## src/rtl/core/lkv_pkg.sv

```systemverilog
// shared types and constants for the lru key/value cache
package lkv_pkg;

    localparam int KEY_W = 32;
    localparam int VAL_W = 32;
    localparam int CAP_W = 5;
    localparam int KV_W  = KEY_W + VAL_W;

    localparam logic [CAP_W-1:0] CAP_RESET  = 5'd16;
    localparam logic [VAL_W-1:0] MISS_VALUE = '1;

    // action codes carried in the input tuser
    localparam logic ACT_GET = 1'b0;
    localparam logic ACT_PUT = 1'b1;

    // sequencer states
    typedef enum logic [2:0] {
        S_IDLE,
        S_SRCH,
        S_DEC,
        S_UPD,
        S_DONE
    } t_state;

endpackage

```

## src/rtl/core/lkv_ram.sv

```systemverilog
// generic single write port ram with registered read
module lkv_ram #(
    parameter int WIDTH = 32,
    parameter int DEPTH = 16,
    parameter int AW    = (DEPTH > 1) ? $clog2(DEPTH) : 1
) (
    input  logic             i_clk,
    input  logic             i_we,
    input  logic [AW-1:0]    i_waddr,
    input  logic [WIDTH-1:0] i_wdata,
    input  logic [AW-1:0]    i_raddr,
    output logic [WIDTH-1:0] o_rdata
);

    logic [WIDTH-1:0] r_mem [DEPTH];
    logic [WIDTH-1:0] r_rdata;

    // write port and registered read port
    always_ff @(posedge i_clk) begin
        if (i_we) begin
            r_mem[i_waddr] <= i_wdata;
        end
        r_rdata <= r_mem[i_raddr];
    end

    assign o_rdata = r_rdata;

endmodule

```

## src/rtl/core/lru_key_value_cache.sv

```systemverilog
// lru key/value cache: top level with sweep sequencer and shared compare unit
// sequence: a get searches the entries, updates the ranks on a hit and then gives its result
//   (a miss skips the rank update); a put searches, writes and updates the ranks, with no result word
// throughput: one word at a time, set by the one-entry-per-cycle ram sweeps (search, then rank update)
// reset: valid bits, occupancy and the sequencer clear at once, capacity returns to 16;
//   key, value and rank rams are not cleared and need no clearing pass
module lru_key_value_cache
    import lkv_pkg::*;
#(
    parameter int ENTRIES = 16
) (
    input  logic               i_clk,
    input  logic               i_rst_n,
    // input words
    input  logic               i_s_axis_tvalid,
    output logic               o_s_axis_tready,
    input  logic [63:0]        i_s_axis_tdata,   // lookup_key[31:0], write_value[63:32]
    input  logic [0:0]         i_s_axis_tuser,   // action[0]
    // result words
    output logic               o_m_axis_tvalid,
    input  logic               i_m_axis_tready,
    output logic [31:0]        o_m_axis_tdata,   // read_value[31:0]
    output logic [0:0]         o_m_axis_tuser,   // hit[0]
    // capacity register write
    input  logic               i_cfg_valid,
    output logic               o_cfg_ready,
    input  logic [CAP_W-1:0]   i_cfg_data
);

    localparam int IDX_W  = (ENTRIES > 1) ? $clog2(ENTRIES) : 1;
    localparam int CNT_W  = $clog2(ENTRIES + 1);
    localparam int RANK_W = IDX_W;
    localparam int CMP_W  = (CNT_W > CAP_W) ? CNT_W : CAP_W;

    t_state r_state, n_state;

    logic [CNT_W-1:0]  r_cnt;
    logic              r_pv;
    logic [IDX_W-1:0]  r_pidx;
    logic              r_act;
    logic [KEY_W-1:0]  r_key;
    logic [VAL_W-1:0]  r_wval;

    logic              r_hit_fnd;
    logic [IDX_W-1:0]  r_hit_idx;
    logic [RANK_W-1:0] r_hit_rank;
    logic [VAL_W-1:0]  r_hit_val;
    logic              r_vic_fnd;
    logic [IDX_W-1:0]  r_vic_idx;
    logic [RANK_W-1:0] r_vic_rank;
    logic              r_free_fnd;
    logic [IDX_W-1:0]  r_free_idx;

    logic [IDX_W-1:0]  r_tgt_idx;
    logic [RANK_W-1:0] r_tgt_rank;
    logic              r_age_all;

    logic [ENTRIES-1:0] r_valid;
    logic [CNT_W-1:0]   r_occ;
    logic [CAP_W-1:0]   r_cap;

    logic              r_res_hit;
    logic [VAL_W-1:0]  r_res_val;
    logic              r_out_vld;
    logic              r_out_hit;
    logic [VAL_W-1:0]  r_out_val;

    // ram ports
    logic              kv_we;
    logic [IDX_W-1:0]  kv_waddr;
    logic [KV_W-1:0]   kv_rdata;
    logic              rk_we;
    logic [RANK_W-1:0] rk_wdata;
    logic [RANK_W-1:0] rk_rdata;
    logic [IDX_W-1:0]  rd_addr;

    // shared compare unit and sweep control
    logic              sweep_end;
    logic              cur_valid;
    logic              key_match;
    logic              put_full;
    logic              out_free;
    logic [CMP_W-1:0]  eff_cap;
    logic [CMP_W-1:0]  occ_ext;

    assign rd_addr   = r_cnt[IDX_W-1:0];
    assign sweep_end = (r_cnt == CNT_W'(ENTRIES)) && !r_pv;
    assign cur_valid = r_valid[r_pidx];
    assign key_match = cur_valid && (kv_rdata[KEY_W-1:0] == r_key);
    assign out_free  = !r_out_vld || i_m_axis_tready;
    assign occ_ext   = CMP_W'(r_occ);
    assign put_full  = occ_ext >= eff_cap;

    // effective capacity: clamp to 1..ENTRIES
    always_comb begin
        if (r_cap == '0) begin
            eff_cap = CMP_W'(1);
        end else if (CMP_W'(r_cap) > CMP_W'(ENTRIES)) begin
            eff_cap = CMP_W'(ENTRIES);
        end else begin
            eff_cap = CMP_W'(r_cap);
        end
    end

    // next state
    always_comb begin
        n_state = r_state;
        case (r_state)
            S_IDLE: begin
                if (i_s_axis_tvalid) begin
                    n_state = S_SRCH;
                end
            end
            S_SRCH: begin
                if (sweep_end) begin
                    n_state = S_DEC;
                end
            end
            S_DEC: begin
                if (r_act == ACT_GET && !r_hit_fnd) begin
                    n_state = S_DONE;
                end else begin
                    n_state = S_UPD;
                end
            end
            S_UPD: begin
                if (sweep_end) begin
                    n_state = (r_act == ACT_GET) ? S_DONE : S_IDLE;
                end
            end
            S_DONE: begin
                if (out_free) begin
                    n_state = S_IDLE;
                end
            end
            default: n_state = S_IDLE;
        endcase
    end

    // ram write controls and handshake outputs
    always_comb begin
        kv_we    = 1'b0;
        kv_waddr = r_free_idx;
        rk_we    = 1'b0;
        rk_wdata = '0;
        case (r_state)
            S_DEC: begin
                if (r_act == ACT_PUT) begin
                    kv_we = 1'b1;
                    if (r_hit_fnd) begin
                        kv_waddr = r_hit_idx;
                    end else if (put_full) begin
                        kv_waddr = r_vic_idx;
                    end else begin
                        kv_waddr = r_free_idx;
                    end
                end
            end
            S_UPD: begin
                if (r_pv) begin
                    if (r_pidx == r_tgt_idx) begin
                        rk_we    = 1'b1;
                        rk_wdata = '0;
                    end else if (cur_valid && (r_age_all || rk_rdata < r_tgt_rank)) begin
                        rk_we    = 1'b1;
                        rk_wdata = rk_rdata + RANK_W'(1);
                    end
                end
            end
            default: begin
                kv_we = 1'b0;
            end
        endcase
    end

    assign o_s_axis_tready = (r_state == S_IDLE);
    assign o_cfg_ready     = 1'b1;
    assign o_m_axis_tvalid = r_out_vld;
    assign o_m_axis_tdata  = r_out_val;
    assign o_m_axis_tuser  = r_out_hit;

    // control registers
    always_ff @(posedge i_clk) begin
        if (!i_rst_n) begin
            r_state   <= S_IDLE;
            r_cnt     <= '0;
            r_pv      <= 1'b0;
            r_valid   <= '0;
            r_occ     <= '0;
            r_cap     <= CAP_RESET;
            r_out_vld <= 1'b0;
            r_hit_fnd <= 1'b0;
            r_vic_fnd <= 1'b0;
            r_free_fnd <= 1'b0;
        end else begin
            r_state <= n_state;

            if (i_cfg_valid) begin
                r_cap <= i_cfg_data;
            end

            // sweep counter and registered-read valid flag
            if (r_state == S_SRCH || r_state == S_UPD) begin
                if (r_cnt != CNT_W'(ENTRIES)) begin
                    r_cnt <= r_cnt + CNT_W'(1);
                    r_pv  <= 1'b1;
                end else begin
                    r_pv  <= 1'b0;
                end
            end else begin
                r_cnt <= '0;
                r_pv  <= 1'b0;
            end

            // search flags
            if (r_state == S_IDLE) begin
                r_hit_fnd  <= 1'b0;
                r_vic_fnd  <= 1'b0;
                r_free_fnd <= 1'b0;
            end else if (r_state == S_SRCH && r_pv) begin
                if (key_match && !r_hit_fnd) begin
                    r_hit_fnd <= 1'b1;
                end
                if (cur_valid) begin
                    r_vic_fnd <= 1'b1;
                end
                if (!cur_valid) begin
                    r_free_fnd <= 1'b1;
                end
            end

            // fill of a free slot
            if (r_state == S_DEC && r_act == ACT_PUT && !r_hit_fnd && !put_full) begin
                r_valid[r_free_idx] <= 1'b1;
                r_occ               <= r_occ + CNT_W'(1);
            end

            // result register
            if (r_state == S_DONE && out_free) begin
                r_out_vld <= 1'b1;
            end else if (i_m_axis_tready) begin
                r_out_vld <= 1'b0;
            end
        end
    end

    // payload registers
    always_ff @(posedge i_clk) begin
        r_pidx <= rd_addr;

        // capture the accepted word
        if (r_state == S_IDLE && i_s_axis_tvalid) begin
            r_act  <= i_s_axis_tuser[0];
            r_key  <= i_s_axis_tdata[KEY_W-1:0];
            r_wval <= i_s_axis_tdata[KV_W-1:KEY_W];
        end

        // compare unit: hit, oldest entry and first free slot
        if (r_state == S_SRCH && r_pv) begin
            if (key_match && !r_hit_fnd) begin
                r_hit_idx  <= r_pidx;
                r_hit_rank <= rk_rdata;
                r_hit_val  <= kv_rdata[KV_W-1:KEY_W];
            end
            if (cur_valid && (!r_vic_fnd || rk_rdata > r_vic_rank)) begin
                r_vic_idx  <= r_pidx;
                r_vic_rank <= rk_rdata;
            end
            if (!cur_valid && !r_free_fnd) begin
                r_free_idx <= r_pidx;
            end
        end

        // pick the entry to promote and the result
        if (r_state == S_DEC) begin
            r_res_hit <= r_hit_fnd;
            r_res_val <= r_hit_fnd ? r_hit_val : MISS_VALUE;
            if (r_hit_fnd) begin
                r_tgt_idx  <= r_hit_idx;
                r_tgt_rank <= r_hit_rank;
                r_age_all  <= 1'b0;
            end else if (put_full) begin
                r_tgt_idx  <= r_vic_idx;
                r_tgt_rank <= r_vic_rank;
                r_age_all  <= 1'b0;
            end else begin
                r_tgt_idx  <= r_free_idx;
                r_tgt_rank <= '0;
                r_age_all  <= 1'b1;
            end
        end

        if (r_state == S_DONE && out_free) begin
            r_out_hit <= r_res_hit;
            r_out_val <= r_res_val;
        end
    end

    // key and value store
    lkv_ram #(
        .WIDTH (KV_W),
        .DEPTH (ENTRIES),
        .AW    (IDX_W)
    ) u_kv_ram (
        .i_clk   (i_clk),
        .i_we    (kv_we),
        .i_waddr (kv_waddr),
        .i_wdata ({r_wval, r_key}),
        .i_raddr (rd_addr),
        .o_rdata (kv_rdata)
    );

    // recency ranks, 0 is most recent
    lkv_ram #(
        .WIDTH (RANK_W),
        .DEPTH (ENTRIES),
        .AW    (IDX_W)
    ) u_rank_ram (
        .i_clk   (i_clk),
        .i_we    (rk_we),
        .i_waddr (r_pidx),
        .i_wdata (rk_wdata),
        .i_raddr (rd_addr),
        .o_rdata (rk_rdata)
    );

endmodule
```

## config.mk

```make
export PLATFORM = sky130hd
export DESIGN_NAME = lru_key_value_cache
export DESIGN_NICKNAME = d
export VERILOG_FILES = /design/src/rtl/core/lkv_pkg.sv /design/src/rtl/core/lkv_ram.sv /design/src/rtl/core/lru_key_value_cache.sv
export SDC_FILE = /design/constraint.sdc
export NUM_CORES = 1
export LEC_CHECK = 0
export ABC_CLOCK_PERIOD_IN_PS = 22600
export BUFFER_PORTS_ARGS = -buffer_cell sky130_fd_sc_hd__buf_4
export CAP_MARGIN = 20
export CORE_UTILIZATION = 53
export CTS_CLUSTER_SIZE = 28
export DETAILED_ROUTE_END_ITERATION = 10
export PLACE_DENSITY = 0.69
export SYNTH_ARGS = -nofsm -noshare
export SYNTH_HDL_FRONTEND = slang
export SYNTH_SLANG_ARGS = --single-unit
```

## constraint.sdc

```tcl
create_clock -name i_clk -period 22.6 [get_ports i_clk]
set_input_delay 4.52 -clock i_clk [delete_from_list [all_inputs] [get_ports i_clk]]
set_output_delay 4.52 -clock i_clk [all_outputs]
set_load 0.01 [all_outputs]
```

# ---- Word-level counts from Yosys, hierarchy flattened
# Memory sizes are Yosys's and may differ from the RTL's. A register that Yosys moved wholly into a read port is not among the register bits.
# Index checks and enable logic that the tools add are counted.
dict set report classes {
  addsub 3
  magnitude_cmp 7
  eq_ne 12
  n_mux 37
  bitwise 4
  n_reduce_logical 36
}
# op count
set op_table {}
lappend op_table {{$mux W4} 10}
lappend op_table {{$eq A32 B32 Y1} 1}
lappend op_table {{$mux W3} 6}
lappend op_table {{$mux W1} 16}
lappend op_table {{$or A16 B16 Y16} 1}
lappend op_table {{$pmux W3 S5} 1}
lappend op_table {{$logic_and A1 B1 Y1} 14}
lappend op_table {{$reduce_and A2 Y1} 6}
lappend op_table {{$add A5 B1 Y5 const B} 2}
lappend op_table {{$lt A4 B5 Y1 const B} 2}
lappend op_table {{$mux W5} 2}
lappend op_table {{$ne A2 B2 Y1 const B} 4}
lappend op_table {{$logic_not A1 Y1} 7}
lappend op_table {{$eq A3 B2 Y1 const B} 2}
lappend op_table {{$eq A5 B5 Y1 const B} 1}
lappend op_table {{$ge A5 B5 Y1} 1}
lappend op_table {{$gt A5 B5 Y1 const B} 1}
lappend op_table {{$logic_not A5 Y1} 1}
lappend op_table {{$ne A5 B5 Y1 const B} 1}
lappend op_table {{$add A4 B1 Y4 const B} 1}
lappend op_table {{$bmux W1 S4} 1}
lappend op_table {{$demux W1 S4} 1}
lappend op_table {{$eq A4 B4 Y1} 1}
lappend op_table {{$ge A4 B1 Y1 const B} 1}
lappend op_table {{10 further kinds} 15}
dict set report totals {
  reg_bits 235
  ram_bits 1088
  in_bits 75
  out_inout_bits 36
  mem_count 2
}
# name depth width read_ports rd_ports_with_merged_regs write_ports line
set mem_list {}
lappend mem_list {u_kv_ram.r_mem 16 64 1 1 1 lkv_ram.sv:15} ;# logic [WIDTH-1:0] r_mem [DEPTH];
lappend mem_list {u_rank_ram.r_mem 16 4 1 1 1 lkv_ram.sv:15}

# ---- Longest topological paths before layout
# Gate-level depths: netlist (run 1).
dict set report depth {
  ltp_word 9
  mapped_depth 11
  mapped_depth_nobuf 10
}

# ---- By module
# A second synthesis (run 1) with hierarchy kept.
dict set report hier_totals {
  cells_unflattened 2361
  hier_area_um2 51167.8
}
# module instances cells_each area_per_inst_um2 seq_area_each_um2
set by_module_without_submodules {}
lappend by_module_without_submodules {{lkv_ram at u_kv_ram} 1 1647 39581.7 32030.7}
lappend by_module_without_submodules {lru_key_value_cache 1 584 8919.8 6626.4}
lappend by_module_without_submodules {{lkv_ram at u_rank_ram} 1 130 2666.3 2001.9}

# ---- Least setup slack after synthesis (run 1)
# Ideal clock, no wire load.
dict set report synth_timing {
  path_type {reg-to-reg}
  startpoint {register r_cap[1]}
  endpoint {memory u_kv_ram.r_mem[11][0] (netlist bit) (enable)}
  setup_time_ns 0.644
  arrival_time_ns 8.051
  required_time_ns 21.956
  setup_slack_ns 13.905
  stages_incl_launch_ff 10
  path_buffers 0
  cell_sequence {dfxtp_1 nor3_1 nor2_1 nor2_1 ha_1 nor2b_1 o21ai_4 a21oi_2 mux2_2 nor4_1}
}
dict set report synth_via {
  elab_chain_len 8
  word_cells_on_any_way 9
  classes_between {order compare (2); mux (6); reduce/logical (1)}
}
# element line
set synth_rtl {}
lappend synth_rtl {{start, declared} lru_key_value_cache.sv:60} ;# logic [CAP_W-1:0] r_cap;
lappend synth_rtl {{start signal, assigned} lru_key_value_cache.sv:199} ;# r_cap <= i_cfg_data;
lappend synth_rtl {{$gt A5 B5 Y1} lru_key_value_cache.sv:98} ;# end else if (CMP_W'(r_cap) > CMP_W'(ENTRIES)) begin
lappend synth_rtl {{$mux W5} lru_key_value_cache.sv:98}
lappend synth_rtl {{$mux W5 (*)} lru_key_value_cache.sv:96} ;# if (r_cap == '0) begin
lappend synth_rtl {{$ge A5 B5 Y1 (*)} lru_key_value_cache.sv:92} ;# assign put_full = occ_ext >= eff_cap;
lappend synth_rtl {{$mux W4 (*)} lru_key_value_cache.sv:152} ;# end else if (put_full) begin
lappend synth_rtl {{$mux W4 (*)} lru_key_value_cache.sv:150} ;# if (r_hit_fnd) begin
lappend synth_rtl {{$mux W4 (*)} lru_key_value_cache.sv:148} ;# if (r_act == ACT_PUT) begin
lappend synth_rtl {{$mux W4 (*)} lru_key_value_cache.sv:146} ;# case (r_state)
lappend synth_rtl {{end, declared} lkv_ram.sv:15}
# Mark *: on every way between the ends. The rest lies on a longest branch, timed or not.

# ---- Final worst setup path (run 1)
dict set report layout_timing {
  startpoint {register r_state[1]}
  endpoint {output port o_s_axis_tready}
}
dict set report layout_via {
  elab_chain_len 1
}
# element line
set layout_rtl {}
lappend layout_rtl {{start, declared} lru_key_value_cache.sv:35} ;# t_state r_state, n_state;
lappend layout_rtl {{start signal, assigned} lru_key_value_cache.sv:196} ;# r_state <= n_state;
lappend layout_rtl {{$logic_not A3 Y1} lru_key_value_cache.sv:176} ;# assign o_s_axis_tready = (r_state == S_IDLE);
lappend layout_rtl {{end, declared} lru_key_value_cache.sv:16} ;# output logic o_s_axis_tready,
# No other way between the ends.

==> summary.txt, run 1 <==
Run status
  • Outcome: complete, no violations

Clock tree
  • CTS Buf Count: around 140
  • H-tree depth reported by CTS: 4
  • Clock root cell: clkbuf_16
  • CTS tree: built
  • Num Clock Sinks: 1391
  • Hold_buf cts: 0
  • CTS clk-pin slew, worst paths: ~0.060 ns
  • Number of setup buffers added after CTS: 0
  • Clock buffer depth: 3
  • Post_cts resized: 0
  • Clock latency on the worst-skew pair: between 0.7 and 0.8 ns

Logic synthesis
  • Part of the Yosys area used for sequential elements: 78.8%
  • Most used DFF post-synth: edfxtp_1
  • Ys Warns: 0
  • Netlist cell types: just under 70
  • Post-Synth Simple-Gate Area: under 10%
  • Mux cell area share after synthesis: between 15 and 20%
  • Mapped Cells: ~2200
  • Synth async-reset ratio: 0%
  • Post-synth EDFFs: between 1000 and 1500
  • Synth Area in XOR/XNOR: less than 1%
  • Syn nets: 2311
  • Mapped Avg Cell Area: approximately 23 um2
  • Register bit total from synthesis: approximately 1400
  • Largest family of logic cells by synthesized area: multiplexers
  • Post-synth design cell area: between 50000 and 60000 um2
  • Post-Synth Adder-Cell Area: less than 1%
  • Compound-Gate Fraction of Synth Area: about 1.1%

Detailed routing
  • First-pass detailed-route iteration total: 5
  • Wire per inst: 27.6 um
  • ANT nets after route: 0
  • Initial DRC Count: roughly 2400
  • Detailed Route WL: roughly 100000 um
  • Vias/cell: between 6 and 7
  • Vias after detailed routing: roughly 23000
  • DRC errors left: 0

Global route
  • Met1 Usage GRT: about 30%
  • Largest net degree at the start of global routing: ~160
  • GR peak layer: met2
  • Vias in the first global route: 23812
  • Global-route wire length before repair: 155000 um
  • Grt total ovfl: 0
  • GRT met2 Usage: a little over a third
  • All-Layer GR Usage: between 20% and 30%
  • GR Util met3: 3.95%
  • Initial antenna violation count: 2

STA
  • TNS Setup: 0 ns
  • RSZ-0062 raised after global routing: false
  • Final worst setup slack: around 16 ns
  • Tcrit/Tclk final: around 28%
  • Min cycle time layout: between 6 and 7 ns
  • Final Max Tran Viols: 0
  • Actual slew at the worst max-slew pin: 1.08 ns
  • Fmax: about 160 MHz
  • Finish-stage setup viols: 0
  • Relative slew margins: between 20% and 30%
  • Fin. Hold Viols: 0
  • Final worst clock skew: approximately 0.027 ns

Floorplan
  • Core area: 96600 um2
  • Die Span Y: approximately 310 um
  • DIE WIDTH: roughly 310 um
  • Starting Density: 53.5%
  • Die Area: about 100000 um2
  • Site row count: between 100 and 150
  • Io pins: approximately 110

Pwr
  • P_sw: around 1.0 mW
  • Clock Power Share: a little over two fifths
  • P_int: roughly 4.2 mW
  • Peak VDD IR: around 0.061 mV
  • Total power: 5.25 mW
  • Sequential Power Share: 55.0%
  • Comb pwr share: 2.8%
  • Switching power share of the total: 19.8%
  • Pwr/cell area: 89.8 nW/um2
  • Leakage power figure: ~18 nW

Worst setup path
  • CP Depth: 2
  • Worst setup EP type: output pin
  • CP max stage cell: dfxtp_1
  • CP Buf/Inv Count: 1
  • Crit-path cells: nor3_1, buf_4
  • Worst reg-to-reg path cell count: 11
  • Crit-path max FO: 13
  • Crit path largest cell delay: ~0.45 ns
  • Internal reg-to-reg setup slack: approximately 18 ns
  • CP Class: flop to output pin
  • CP required: ~18 ns
  • Crit path arrival time: between 1.5 and 2 ns
  • Delay-heaviest family, CP: flip-flops
  • Critical path startpoint category: flop

Finish
  • Area of all placed cells without fillers: 58400 um2
  • Fillers: around 6500
  • Area grow syn2layout: 13.2%
  • Layout net count: about 2500
  • Fraction of final layout cells with drive strength greater than 1: a little under a third
  • Util after Layout: around three fifths

Place
  • Post-detail-place hpwl: slightly above 50000 um
  • Routability Congestion: between 0.7 and 0.8
  • Placed Area: between 50000 and 60000 um2
  • Pre-CTS WS: approximately 16 ns
  • Port bufs: 109

Job
  • Max_cap viols: 0

Hold path
  • Hold Crit Class: flop to flop
  • Hold path cells: 0
==> stage by stage <==
stage,hold slack (ns),instances
after floorplan,0.329,2220
after global placement,0.389,3544
after detailed placement,0.389,3544
after CTS,0.395,3800
after global routing,0.402,3804
final,0.398,3804
==> cells by family (layout without fill, tap and decap cells) <==
logic type               count (synthesis)  count (layout)
other                                    1               2
XOR/XNOR                                45              45
flip-flops                            1391            1391
multiplexers                           356             356
buffers and inverters                  120             427
AND/OR/NAND/NOR                        223             223
AO/OA/AOI/OAI                           68              68
adder cells (fa/ha/maj)                 16              16
==> placed cells by master, fill, tap and decap left out, drive strengths merged, types with 3 or more instances in the layout <==
master,instances
clkinvlp,7
inv,20
clkbuf,198
dfxtp,111
mux2,6
xor2,32
ha,16
xnor2,13
o21ai,6
nand3,10
nor2b,17
bufinv,4
clkinv,44
a21o,3
a21boi,3
o21a,15
a21oi,11
nor4,27
mux2i,8
or2,3
nor2,51
buf,154
nor3b,4
and2,6
edfxtp,1280
nand4,5
nor3,19
o31ai,3
a211oi,9
o221ai,3
or3,3
nand2b,44
nand2,26
mux4,342
==> state kept, by name, summed over array words and instances, names as in the netlist, 5 cells and up <==
register          flops
o_m_axis_tdata       32
occ_ext               5
r_cap                 5
r_cnt                 5
r_hit_val            32
r_key                32
r_res_val            32
r_valid              16
r_wval               32
u_kv_ram.o_rdata     64
u_kv_ram.r_mem     1024
u_rank_ram.r_mem     64
==> layer usage <==
layer	vias up	part of all wire [%]
li1	9673	-
met1	12254	42
met2	788	50
met3	134	6.5
met4	0	1.6
met5	-	0
==> path summary, 6_finish.rpt <==
check                                           from                     to
worst min register to register  u_kv_ram.o_rdata[63]          r_hit_val[31]
worst max register to register              r_cap[1]  u_kv_ram.r_mem[6][16]
worst min-delay path            u_kv_ram.o_rdata[63]          r_hit_val[31]
worst max-delay path                      r_state[1]        o_s_axis_tready
==> power groups by stage <==
stage | Sequential (mW) | Clock (mW) | Combinational (mW)
floorplan | 2.92 | 0 | 0.122
global placement | 2.93 | 0 | 0.150
CTS | 2.89 | 2.26 | 0.153
global route | 2.89 | 2.36 | 0.161
finish | 2.89 | 2.21 | 0.149
detailed placement | 2.94 | 0 | 0.152
==> worst register-to-register path, cell delays in order (launching register included) <==
cell	delay, ns
dfxtp_1	0.32
nor3_1	0.21
nor2_1	0.06
nor2_1	0.09
ha_1	0.23
nor2b_1	0.20
o21ai_4	0.16
a21o_1	0.38
a211oi_2	0.69
o211ai_1	0.44
nor2_4	0.89
buf_4	0.89
==> cell type report <==
class / instances / area (um2) / share of cell area, %
timing repair buffer: 155 / 1200 / 2.06
clock buffer: 197 / 4030 / 6.89
antenna: 1 / 2.50 / 0.00428
multi-input combinational: 709 / 10400 / 17.9
tap: 1276 / 1600 / 2.73
sequential: 1391 / 40700 / 69.6
inverter: 16 / 60.1 / 0.103
clock inverter: 59 / 438 / 0.749
==> synthesized netlist by cell type, types with 5 or more instances <==
| master | instances | area (um2) |
|---|---|---|
| edfxtp_1 | 1280 | 38400 |
| mux4_2 | 340 | 7660 |
| dfxtp_1 | 111 | 2220 |
| clkbuf_1 | 55 | 206 |
| nor2_1 | 51 | 191 |
| nand2b_1 | 42 | 263 |
| xor2_1 | 32 | 280 |
| nand2_1 | 26 | 97.6 |
| nor3_1 | 19 | 95.1 |
| buf_4 | 18 | 135 |
| ha_1 | 16 | 200 |
| inv_1 | 16 | 60.1 |
| nor2b_1 | 16 | 100 |
| nor4_1 | 16 | 100 |
| o21a_1 | 15 | 113 |
| buf_2 | 13 | 65.1 |
| xnor2_1 | 13 | 114 |
| nor4_2 | 11 | 138 |
| buf_6 | 10 | 113 |
| a21oi_1 | 8 | 40.0 |
| mux2i_1 | 8 | 80.1 |
| nand3_1 | 8 | 40.0 |
| buf_1 | 7 | 26.3 |
| mux2_2 | 6 | 67.6 |
| and2_1 | 5 | 31.3 |
| nand4_1 | 5 | 31.3 |
No activity file was read; power rests on OpenSTA's default activity.
==> run 2, diff against run 1 <==
--- a/config.mk
+++ b/config.mk
@@ -5,7 +5,7 @@
 export SDC_FILE = /design/constraint.sdc
 export NUM_CORES = 1
 export LEC_CHECK = 0
-export ABC_CLOCK_PERIOD_IN_PS = 22600
+export ABC_CLOCK_PERIOD_IN_PS = 6000
 export BUFFER_PORTS_ARGS = -buffer_cell sky130_fd_sc_hd__buf_4
 export CAP_MARGIN = 20
 export CORE_UTILIZATION = 53
==> constraint.sdc (replaced) <==
create_clock -name i_clk -period 6 [get_ports i_clk]
set_input_delay 1.2 -clock i_clk [delete_from_list [all_inputs] [get_ports i_clk]]
set_output_delay 1.2 -clock i_clk [all_outputs]
set_load 0.01 [all_outputs]
==> run 2 against run 1 <==
Worst hold slack improved by 0.0056 ns. Sequential cell count did not move. Clock power rose to 3.9 times the previous value. Utilization rose by 0.29 points. Critical path type is now flop to flop. Largest cell class unchanged.
==> summary.txt, run 2 (same netlist as run 1, synthesis figures left out) <==
Clock tree
  • H-tree depth reported by CTS: 4
  • Num Clock Sinks: between 1000 and 1500
  • Hold_buf cts: 0
  • Clock root cell: clkbuf_16
  • CTS tree: built
  • CTS Buf Count: 137
  • Clock latency on the worst-skew pair: ~0.74 ns
  • Clock buffer depth: 3
  • CTS clk-pin slew, worst paths: about 0.06 ns
  • Post_cts resized: 0
  • Number of setup buffers added after CTS: 0

Detailed routing
  • ANT nets after route: 0
  • DRC errors left: 0
  • Detailed Route WL: a little over 100000 um
  • Wire per inst: 26.8 um
  • Vias after detailed routing: between 20000 and 25000
  • Initial DRC Count: ~2200
  • First-pass detailed-route iteration total: 5
  • Vias/cell: 5.96

Place
  • Post-detail-place hpwl: between 50000 and 60000 um
  • Routability Congestion: approximately 0.8
  • Port bufs: 109
  • Pre-CTS WS: around 1.5 ns

Floorplan
  • Site row count: between 100 and 150
  • Core area: approximately 97000 um2
  • Io pins: around 110
  • DIE WIDTH: 314 um
  • Die Span Y: roughly 310 um
  • Die Area: 98700 um2
  • Starting Density: 53.5%

Global route
  • Initial antenna violation count: 2
  • All-Layer GR Usage: 21.2%
  • Vias in the first global route: about 24000
  • Global-route wire length before repair: 152000 um
  • Grt total ovfl: 0
  • Largest net degree at the start of global routing: about 140

STA
  • RSZ-0062 raised after global routing: false
  • Fmax: 223 MHz
  • Tcrit/Tclk final: 74.8%
  • Final Max Tran Viols: 0
  • Finish-stage setup viols: 0
  • Relative slew margins: 28.2%
  • Actual slew at the worst max-slew pin: between 1 and 1.5 ns
  • Final worst clock skew: around 0.032 ns
  • Min cycle time layout: roughly 4.5 ns
  • Final worst setup slack: 1.51 ns
  • Fin. Hold Viols: 0

Finish
  • Fraction of final layout cells with drive strength greater than 1: between 30% and 40%
  • Fillers: 6486
  • Footprint of the multi-input gates: approximately 10000 um2
  • Layout net count: ~2500
  • Reg with most FFs: u_kv_ram.r_mem
  • Area grow syn2layout: 13.8%
  • Commonest non-fill, non-tap cells in the layout: edfxtp_1 (1280), mux4_2 (340), clkbuf_16 (139)
  • # diodes: 0
  • Commonest non-fill, non-tap cell in the layout: edfxtp_1
  • Largest register FFs: 1024
  • Util after Layout: about three fifths
  • Register Area: 40700 um2

Job
  • Max_cap viols: 0

Worst setup path
  • Worst setup endpoint: u_kv_ram.r_mem[2][38]
  • Crit path arrival time: 4.87 ns
  • Worst setup path startpoint: r_cap[1]
  • CP required: ~6.4 ns
  • Crit-path max FO: 22
  • Worst setup EP type: flop
  • Worst reg-to-reg path cell count: 11
  • Reg2reg start: r_cap[1]
  • Internal reg-to-reg setup slack: roughly 1.5 ns
  • Critical path startpoint category: flop
  • CP Class: flop to flop
  • RR Endpoint: u_kv_ram.r_mem[2][38]

Hold path
  • Hold Crit Class: flop to flop

Pwr
  • Leakage power figure: about 18 nW
  • Peak VDD IR: ~0.38 mV
  • Pwr/cell area: between 300 and 400 nW/um2

Run status
  • Outcome: complete, no violations
[run 2: cell count changes in the layout (fill, tap and decap cells not counted), sizes merged]
| cell | change |
|---|---|
| buf | -4 |
| bufinv | +6 |
| clkbuf | -16 |
| clkinv | +10 |
| clkinvlp | -5 |
| diode | -1 |
| inv | +5 |
[run 2: stage by stage]
stage	setup TNS (ns)	hold WS, ns	instance area (um2)	total power [mW]	instances
6_report	0	0.404	58700	20.0	3799
5_1_grt	0	0.411	58700	20.5	3799
4_1_cts	0	0.408	58700	20.1	3795
3_5_place_dp	0	0.394	54100	11.7	3539
3_3_place_gp	0	0.387	54100	11.6	3539
2_1_floorplan	-404.81	0.329	51700	11.4	2220
[run 2: cell type report]
| class | instances | area share (%) |
|---|---|---|
| inverters | 16 | 0.102 |
| repair buffers | 151 | 2.31 |
| well taps | 1276 | 2.72 |
| clock inverters | 75 | 1.30 |
| multi-input cells | 709 | 17.9 |
| clock buffers | 181 | 6.45 |
| flip-flops and latches | 1391 | 69.3 |
[run 2: power by group]
part / internal (mW) / switching [mW] / leakage (nW)
clock: 4.93 / 3.59 / 2.24
combinational: 0.308 / 0.270 / 3.44
sequential: 10.7 / 0.179 / 12.3
[run 2: layer usage]
layer,global-route usage [%],share of wire (%),up-vias
met4,5.92,2.0,0
met5,0,0,-
met1,29.7,42,12107
met3,4.20,5.9,132
met2,34.4,50,735
li1,-,-,9665
[run 2: worst max-delay path, stage by stage, from the launching register on]
cell and delay [ns]:
dfxtp_1 0.32, nor3_1 0.22, nor2_1 0.07, nor2_1 0.10
ha_1 0.24, nor2b_1 0.24, o21ai_4 0.17, a21o_1 0.35
a211oi_2 0.67, o211ai_1 0.42, nor2_4 0.87, buf_4 0.46
[run 2: how the worst min path moves through the flow]
stage                          from            end  slack [ns]  cells past startpoint
4_1_cts        u_kv_ram.o_rdata[38]   r_hit_val[6]        0.41                      0
3_3_place_gp   u_kv_ram.o_rdata[42]  r_hit_val[10]        0.39                      0
6_report       u_kv_ram.o_rdata[37]   r_hit_val[5]        0.40                      0
2_1_floorplan              r_cnt[2]      r_pidx[2]        0.33                      0
3_5_place_dp   u_kv_ram.o_rdata[38]   r_hit_val[6]        0.39                      0
5_1_grt        u_kv_ram.o_rdata[37]   r_hit_val[5]        0.41                      0
==> run 3, diff against run 2 <==
--- a/config.mk
+++ b/config.mk
@@ -5,7 +5,8 @@
 export SDC_FILE = /design/constraint.sdc
 export NUM_CORES = 1
 export LEC_CHECK = 0
-export ABC_CLOCK_PERIOD_IN_PS = 6000
+export ABC_AREA = 1
+export ABC_CLOCK_PERIOD_IN_PS = 4410
 export BUFFER_PORTS_ARGS = -buffer_cell sky130_fd_sc_hd__buf_4
 export CAP_MARGIN = 20
 export CORE_UTILIZATION = 53
==> constraint.sdc (replaced) <==
create_clock -name i_clk -period 4.41 [get_ports i_clk]
set_input_delay 0.882 -clock i_clk [delete_from_list [all_inputs] [get_ports i_clk]]
set_output_delay 0.882 -clock i_clk [all_outputs]
set_load 0.01 [all_outputs]
==> run 3 against run 2 <==
Total power grew 58%. Maximum frequency grew 21%. Critical path type unchanged. Utilization shrank 0.16 points. Combinational power grew to 5.6 times the previous value. Clock skew shrank 0.0043 ns. Setup slack lost 0.81 ns. Sequential share of layout area shrank 1.0 points. Synthesized cell count grew 73%. Sequential power grew 51%.
==> summary.txt, run 3 <==
Run status
  • Outcome: complete, no violations

Worst setup path
  • Crit path arrival time: between 4 and 5 ns
  • Worst setup EP type: flop
  • CP required: 4.83 ns
  • Worst reg-to-reg path cell count: 16
  • CP Class: flop to flop
  • Worst setup path startpoint: r_cap[0]
  • Critical path startpoint category: flop
  • Crit-path max FO: 25
  • Reg2reg start: r_cap[0]

Clock tree
  • H-tree depth reported by CTS: 4
  • CTS tree: built
  • Clock root cell: clkbuf_16
  • Hold_buf cts: 0
  • Clock latency on the worst-skew pair: about 0.75 ns
  • CTS Buf Count: ~140
  • CTS clk-pin slew, worst paths: approximately 0.06 ns
  • Num Clock Sinks: 1391
  • Clock buffer depth: 3
  • Number of setup buffers added after CTS: 0
  • Post_cts resized: 0

Floorplan
  • Starting Density: between 50% and 60%
  • Io pins: 111
  • Site row count: roughly 120
  • Die Area: approximately 100000 um2
  • DIE WIDTH: 317 um
  • Core area: 98300 um2
  • Die Span Y: approximately 320 um

Global route
  • Initial antenna violation count: 3
  • Grt total ovfl: 0
  • Global-route wire length before repair: 183000 um
  • All-Layer GR Usage: between 20% and 30%
  • Largest net degree at the start of global routing: 235
  • Vias in the first global route: between 30000 and 40000

STA
  • Actual slew at the worst max-slew pin: ~1.1 ns
  • Fin. Hold Viols: 0
  • Final Max Tran Viols: 0
  • Tcrit/Tclk final: a little over four fifths
  • RSZ-0062 raised after global routing: false
  • Fmax: ~270 MHz
  • Min cycle time layout: around 3.7 ns
  • Final worst clock skew: about 0.028 ns
  • TNS Setup: 0 ns
  • Relative slew margins: between 20% and 30%
  • Finish-stage setup viols: 0
  • Hold Worst Slack: between 0.3 and 0.4 ns

Pwr
  • Total power: 31.5 mW
  • Leakage power figure: 19.5 nW
  • Switching power share of the total: about a quarter
  • Clock Power Share: a little under two fifths
  • P_int: around 23 mW
  • Comb pwr share: 10.2%
  • Pwr/cell area: approximately 530 nW/um2
  • P_sw: 8.17 mW
  • Sequential Power Share: 52.2%
  • Peak VDD IR: roughly 0.39 mV

Finish
  • Fraction of final layout cells with drive strength greater than 1: roughly an eighth
  • Commonest non-fill, non-tap cell in the layout: edfxtp_1
  • # diodes: 0
  • Layout net count: roughly 4000
  • Largest register FFs: around 1000
  • Area grow syn2layout: 13.5%
  • Area of all placed cells without fillers: about 60000 um2
  • Reg with most FFs: u_kv_ram.r_mem
  • Fin cells: 5336
  • Commonest non-fill, non-tap cells in the layout: edfxtp_1 (1280), nor2_1 (629), o21ai_0 (560)

Detailed routing
  • DRC errors left: 0
  • Wire per inst: about 23 um
  • Initial DRC Count: 3663
  • First-pass detailed-route iteration total: 5
  • Vias/cell: ~6
  • Vias after detailed routing: ~32000
  • ANT nets after route: 0
  • Detailed Route WL: 122000 um

Logic synthesis
  • Register bit total from synthesis: roughly 1400
  • Ys Warns: 0
  • Mapped Avg Cell Area: around 14 um2
  • Largest cells by area after synthesis: edfxtp_1 (73%), o21ai_0 (5.3%), nor2_1 (4.6%)
  • Synth async-reset ratio: 0%
  • Most used DFF post-synth: edfxtp_1
  • Mapped Cells: approximately 3800
  • Post-synth design cell area: around 53000 um2
  • Synth top cells by count: edfxtp_1 (1280), nor2_1 (646), o21ai_0 (560), nand2_1 (301), o22ai_1 (160)
  • Yosys top cell by area: edfxtp_1
  • Post-synth EDFFs: ~1300
  • Netlist cell types: 45
  • Yosys top cell area share: between 70 and 80%
  • Part of the Yosys area used for sequential elements: just under 80%
  • Syn nets: 3929
  • Cell with the most instances after synthesis: edfxtp_1

Hold path
  • Hold Crit Class: input pin to flop
  • Hold Startpoint: i_s_axis_tdata[38]
  • Hold path cells: 1

Place
  • Post-detail-place hpwl: ~65000 um
  • Routability Congestion: 0.871
  • Port bufs: between 100 and 150
  • Placed Area: 54900 um2
  • Placed Instances: about 5000

Job
  • Max_cap viols: 0
## run 3: cell types whose count changed in the layout (fill, tap and decap cells not counted), sizes merged, moves of 23 or more
cell	delta
nor4	-27
nand3	+142
buf	+35
xor2	-25
or2	+36
inv	+97
nand2b	-44
nor2	+597
o21ai	+563
mux4	-342
nand2	+280
o221ai	+109
o22ai	+159
o211ai	+23
## run 3: worst paths after layout
path | to | slack, ns
worst max-delay path | u_kv_ram.r_mem[5][17] | 0.70
worst min-delay path | r_wval[6] | 0.30
worst max register to register | u_kv_ram.r_mem[5][17] | 0.70
worst min register to register | r_hit_val[4] | 0.39
## run 3: power by group through the flow
stage	Combinational (mW)	Sequential (mW)	Clock (mW)
after CTS	3.23	16.4	12.0
final	3.23	16.5	11.8
after global placement	3.16	16.7	0
after detailed placement	3.21	16.7	0
after floorplan	2.16	16.4	0
after global routing	3.57	16.5	12.5
## run 3: worst max-delay path: stages (launching register included)
cell and delay [ns]:
dfxtp_1 0.32, or4_1 0.54, nand2_1 0.11, nand2_1 0.06
ha_1 0.28, nand2_1 0.08, nand2_1 0.06, nand2_2 0.14
nand3_4 0.14, nand2_1 0.08, nand3_1 0.10, nand2_1 0.13
nand2_1 0.06, nand2_1 0.07, nand2_1 0.24, nor2_4 0.64
buf_12 0.30
## run 3: per-layer routing
layer / GRT usage, % / up-vias / wire length [um]
met5: 0 / - / 0
met4: 6.98 / 0 / 2410
met3: 4.22 / 172 / 10300
met2: 38.8 / 1400 / 58100
met1: 34.4 / 15801 / 50700
li1: - / 14353 / -
## run 3: final cells by class
cell class	count	area, um2
Clock buffer	191	3870
Clock inverter	65	781
Fill cell	7349	38700
Inverter	113	458
Multi-Input combinational cell	2104	10500
Sequential cell	1391	40700
Tap cell	1287	1610
Timing Repair Buffer	185	1670
## run 3: cells by family (layout without fill, tap and decap cells)
logic type                 Yosys count  in the layout  share of synthesized area, %
other                                1              1                       0.00714
adders and majority gates           16             16                         0.381
AOI/OAI and AO/OA                  901            901                          9.93
and+or+nand+nor                   1169           1169                          9.18
DFF                               1391           1391                          77.4
xor gates and xnor gates            17             17                         0.283
buffers and inverters              343            554                          2.81
## run 3: stage by stage
step	util [%]	setup WS, ns
4_1_cts	60.6	0.722
2_1_floorplan	-	-0.780
5_1_grt	60.7	0.497
6_report	60.7	0.701
3_3_place_gp	55.9	0.760
3_5_place_dp	55.9	0.744
